===== src/rmsh_ram.sv =====
// Generic single-clock RAM with one write port and one registered read port.
`default_nettype none

module rmsh_ram #(
	parameter int WIDTH = 8,
	parameter int DEPTH = 64
) (
	input  wire logic                     clk,
	input  wire logic                     we,
	input  wire logic [$clog2(DEPTH)-1:0] waddr,
	input  wire logic [WIDTH-1:0]         wdata,
	input  wire logic [$clog2(DEPTH)-1:0] raddr,
	output logic      [WIDTH-1:0]         rdata
);

	logic [WIDTH-1:0] mem [DEPTH];

	always_ff @(posedge clk) begin
		if (we) begin
			mem[waddr] <= wdata;
		end
		rdata <= mem[raddr];
	end

endmodule

`default_nettype wire


===== config.mk =====
export PLATFORM = sky130hd
export DESIGN_NAME = rmsh_ram
export DESIGN_NICKNAME = d
export VERILOG_FILES = /design/src/rmsh_ram.sv
export SDC_FILE = /design/constraint.sdc
export NUM_CORES = 1
export LEC_CHECK = 0
export ABC_AREA = 1
export BUFFER_PORTS_ARGS = -buffer_cell sky130_fd_sc_hd__buf_2
export CORE_ASPECT_RATIO = 0.7
export CORE_UTILIZATION = 39
export DETAILED_ROUTE_END_ITERATION = 10
export GPL_TIMING_DRIVEN = 1
export PLACE_DENSITY = 0.53
export SLEW_MARGIN = 15
export SYNTH_ARGS = -nofsm -noshare
export SYNTH_HDL_FRONTEND = slang
export SYNTH_SLANG_ARGS = --single-unit

===== constraint.sdc =====
create_clock -name clk -period 5.25 [get_ports clk]
set_input_delay 0.525 -clock clk [delete_from_list [all_inputs] [get_ports clk]]
set_output_delay 0.525 -clock clk [all_outputs]
set_load 0.01 [all_outputs]

* After elaboration in Yosys (flattened, before gate mapping)
Memories as Yosys holds them, arrays and structs flattened. A register that Yosys moved wholly into a read port is not among the register bits. Cells that the tools add are included.
Word-level totals: register bits 0, memory bits (writable) 512, bits of input ports 22, output and inout port bits 8, word-level logic and storage cells 3, memories kept 1
Memory list:
- mem | words 64, width 8, read ports 1, clocked after Yosys merged registers in 1, write ports 1, RTL line 16 | logic [WIDTH-1:0] mem [DEPTH];
Operators by class: mux-type cells 2
Operators by type and width (number):
- 1-bit 2-to-1 mux | 2

* Longest topological paths before layout
depth after elaboration 2, depth in mapped cells 12, depth with buffers taken out 9

* Worst setup path before layout
No wires, ideal clock.
path kind input to register, start in we, end mem mem[48][0] (enable), library setup time 0.395 ns, arrival 1.896 ns, path slack 2.959 ns, stages on the path 3, buffers on the path 1, cells stage by stage clkbuf_1 > nand4_1 > nor4_1
Between the ends: cells in the longest elaborated chain, start to end 2
RTL lines:
- start, declared | RTL line 9 | input wire logic we,
- 1-bit 2-to-1 mux | RTL line 19 | if (we) begin
- 1-bit 2-to-1 mux (not written as such) | RTL line 20 | mem[waddr] <= wdata;
- end, declared | RTL line 16
Every way passes these cells.

* Final worst setup path
start in waddr[0], end mem mem[20][5] (enable)
RTL lines:
- start, declared | RTL line 10 | input wire logic [$clog2(DEPTH)-1:0] waddr,
Straight into the memory's write port.

==> metrics.txt <==
clock root buffer=clkbuf_16; critical path peak fanout=9; Tcrit/Tclk final=48.54%; antenna violations before repair=3; clock transition at the registers of the reported paths=0.06 ns; Die Wd=281.6 µm; cts hold-fix bufs=0; total power=8.454 mW; fmax=392.4 MHz; first-pass GRT wire length=84270 µm; met2 routed WL=24290 µm; H-tree Lvls=2; die height=197.7 µm; Detailed Routing Iterations Pass 1=5; I/O pin count=30; Routed WL per cell=22.03 µm; Reg2Reg Depth=8; vias in the first global route=13010; post-synth net total=1827; IO buf count=29; vias per std cell=5.314; Clock Sinks=520; DRC Markers=0; syn_area_per_cell=11.82 µm²; post-synthesis cell type count=16; top routing layer used=met4; largest net degree at the start of global routing=151; cell count after synthesis=1805; Starting Density=39.64%; crit path time final=2.548 ns; Rows=71; synthesized cell area=21340 µm²; status=finished clean; hold depth=3; Nets=1819; met1 WL=27120 µm; Vias=13620; RSZ-0062 raised after global routing=false; WL final=56460 µm; CTS Buffer Depth=3; Post-CTS Setup Bufs=0; Max-cap violations=0; fin util=43.21%; CP Capture Type=flop; ANT nets after route=0; hold slack=0.3124 ns; setup violators final=0; Slew HR=32.29%; Met3 Routed Length=3877 µm; Setup TNS Final=0 ns; WP data required=5.44 ns; Leakage=8.212 nW; layout cell share with drive strength beyond 1=6.445%; Internal=6.518 mW; Hold WC Path Type=input port to flop; total track usage=20.48%; Die Area=55670 µm²; clock latency on the worst-skew pair=0.57 ns; Worst setup SP type=input port; Crit Path Class=input port to flop; Final Max Tran Viols=0; Worst-Margin Slew=1.013 ns; Max Clock Skew=0.005591 ns; Comb power frac=6.4%; Post-CTS Resized=0; Seq/Total Area, Yosys=72.80%; Iter 0 DRT Violations=1378; CTS tree=yes; Core Region=53830 µm²; Area Growth Syn to Fin=9.012%; share of total power in the clock network=39.1%; Worst VDD drop=0.2021 mV; GPL Wtd Cong=0.8847; Reg power frac=54.6%; Overflow after GRT=0; detailed placer's ending HPWL=31980 µm; number of synthesized register bits=520; Switching Share=22.89%; PwrDens=363.4 nW/µm²; worst endpoint data arrival time=2.74 ns; final hold vios=0; number of synthesis warnings=0; TritonCTS Buffers=49; switching power=1.935 mW
-- metal layers --
| layer | global-route usage [%] | vias to the layer above |
|---|---|---|
| met1 | 31.81 | 6783 |
| met4 | 4.932 | 0 |
| met3 | 3.032 | 70 |
| li1 | - | 6326 |
| met5 | 0 | - |
| met2 | 29.92 | 440 |
-- kinds of logic after synthesis --
family	Yosys count	share of synthesized area (%)
buffers and inverters	125	4.022
DFF	520	72.80
and+or+nand+nor	1160	23.18
-- per-stage QoR --
stage | cell area [µm²] | instances | setup slack [ns]
6_report | 23260 | 2563 | 2.702
2_1_floorplan | 21340 | 1805 | 2.959
3_3_place_gp | 21830 | 2476 | 2.236
5_1_grt | 23260 | 2563 | 2.708
3_5_place_dp | 21830 | 2476 | 2.203
4_1_cts | 23260 | 2561 | 2.801
-- cell type report --
cell class,count,area [µm²]
Inverter,12,55.05
Timing Repair Buffer,54,381.6
Clock inverter,24,155.1
Sequential cell,520,15530
Fill cell,5077,30570
Multi-Input combinational cell,1160,4946
Clock buffer,61,1271
Tap cell,730,913.4
Antenna cell,2,5.005
-- synth_stat cells, drive strengths merged --
library cell,instances,share of area (%)
nand2,648,11
edfxtp,512,72
nand3,439,10
buf,98,3.5
nor2,56,0.99
clkbuf,15,0.26
inv,12,0.23
nand4,9,0.26
dfxtp,8,0.75
nor4,8,0.23
-- critical path, cell delays in order --
cell	delay [ns]
buf_2	0.15
inv_1	0.21
nand4_1	0.83
nor2_1	1.01
-- flip-flops by register name, indices dropped and copies added, names as in the netlist --
name,flops
mem,512
rdata,8
-- final timing paths --
kind	from	to	slack [ns]
worst max-delay path	waddr[0]	mem[20][5]$_DFFE_PP_	2.70
worst min-delay path	raddr[5]	rdata[5]$_DFF_P_	0.31
worst max register to register	mem[47][2]$_DFFE_PP_	rdata[2]$_DFF_P_	3.86
worst min register to register	mem[52][2]$_DFFE_PP_	rdata[2]$_DFF_P_	0.83
-- cells in the final DEF (no fill, tap or decap) --
cell       instances
nand2_1          648
edfxtp_1         512
nand3_1          439
nor2_1            56
clkbuf_16         49
buf_2             27
buf_4             23
clkbuf_1          12
clkinv_1          12
clkinv_2          10
inv_1              9
nand4_1            9
nor4_1             8
dfxtp_1            8
buf_12             3
diode_2            2
inv_6              2
bufinv_16          2
inv_2              1
clkbuf_8           1
-- power groups by stage --
stage | logic, mW | clock network (mW) | registers, mW
2_1_floorplan | 0.323 | 0 | 4.69
3_3_place_gp | 0.536 | 0 | 4.70
3_5_place_dp | 0.538 | 0 | 4.70
4_1_cts | 0.539 | 3.35 | 4.61
5_1_grt | 0.592 | 3.51 | 4.61
6_report | 0.538 | 3.30 | 4.61
(Power assumes the default switching activity.)
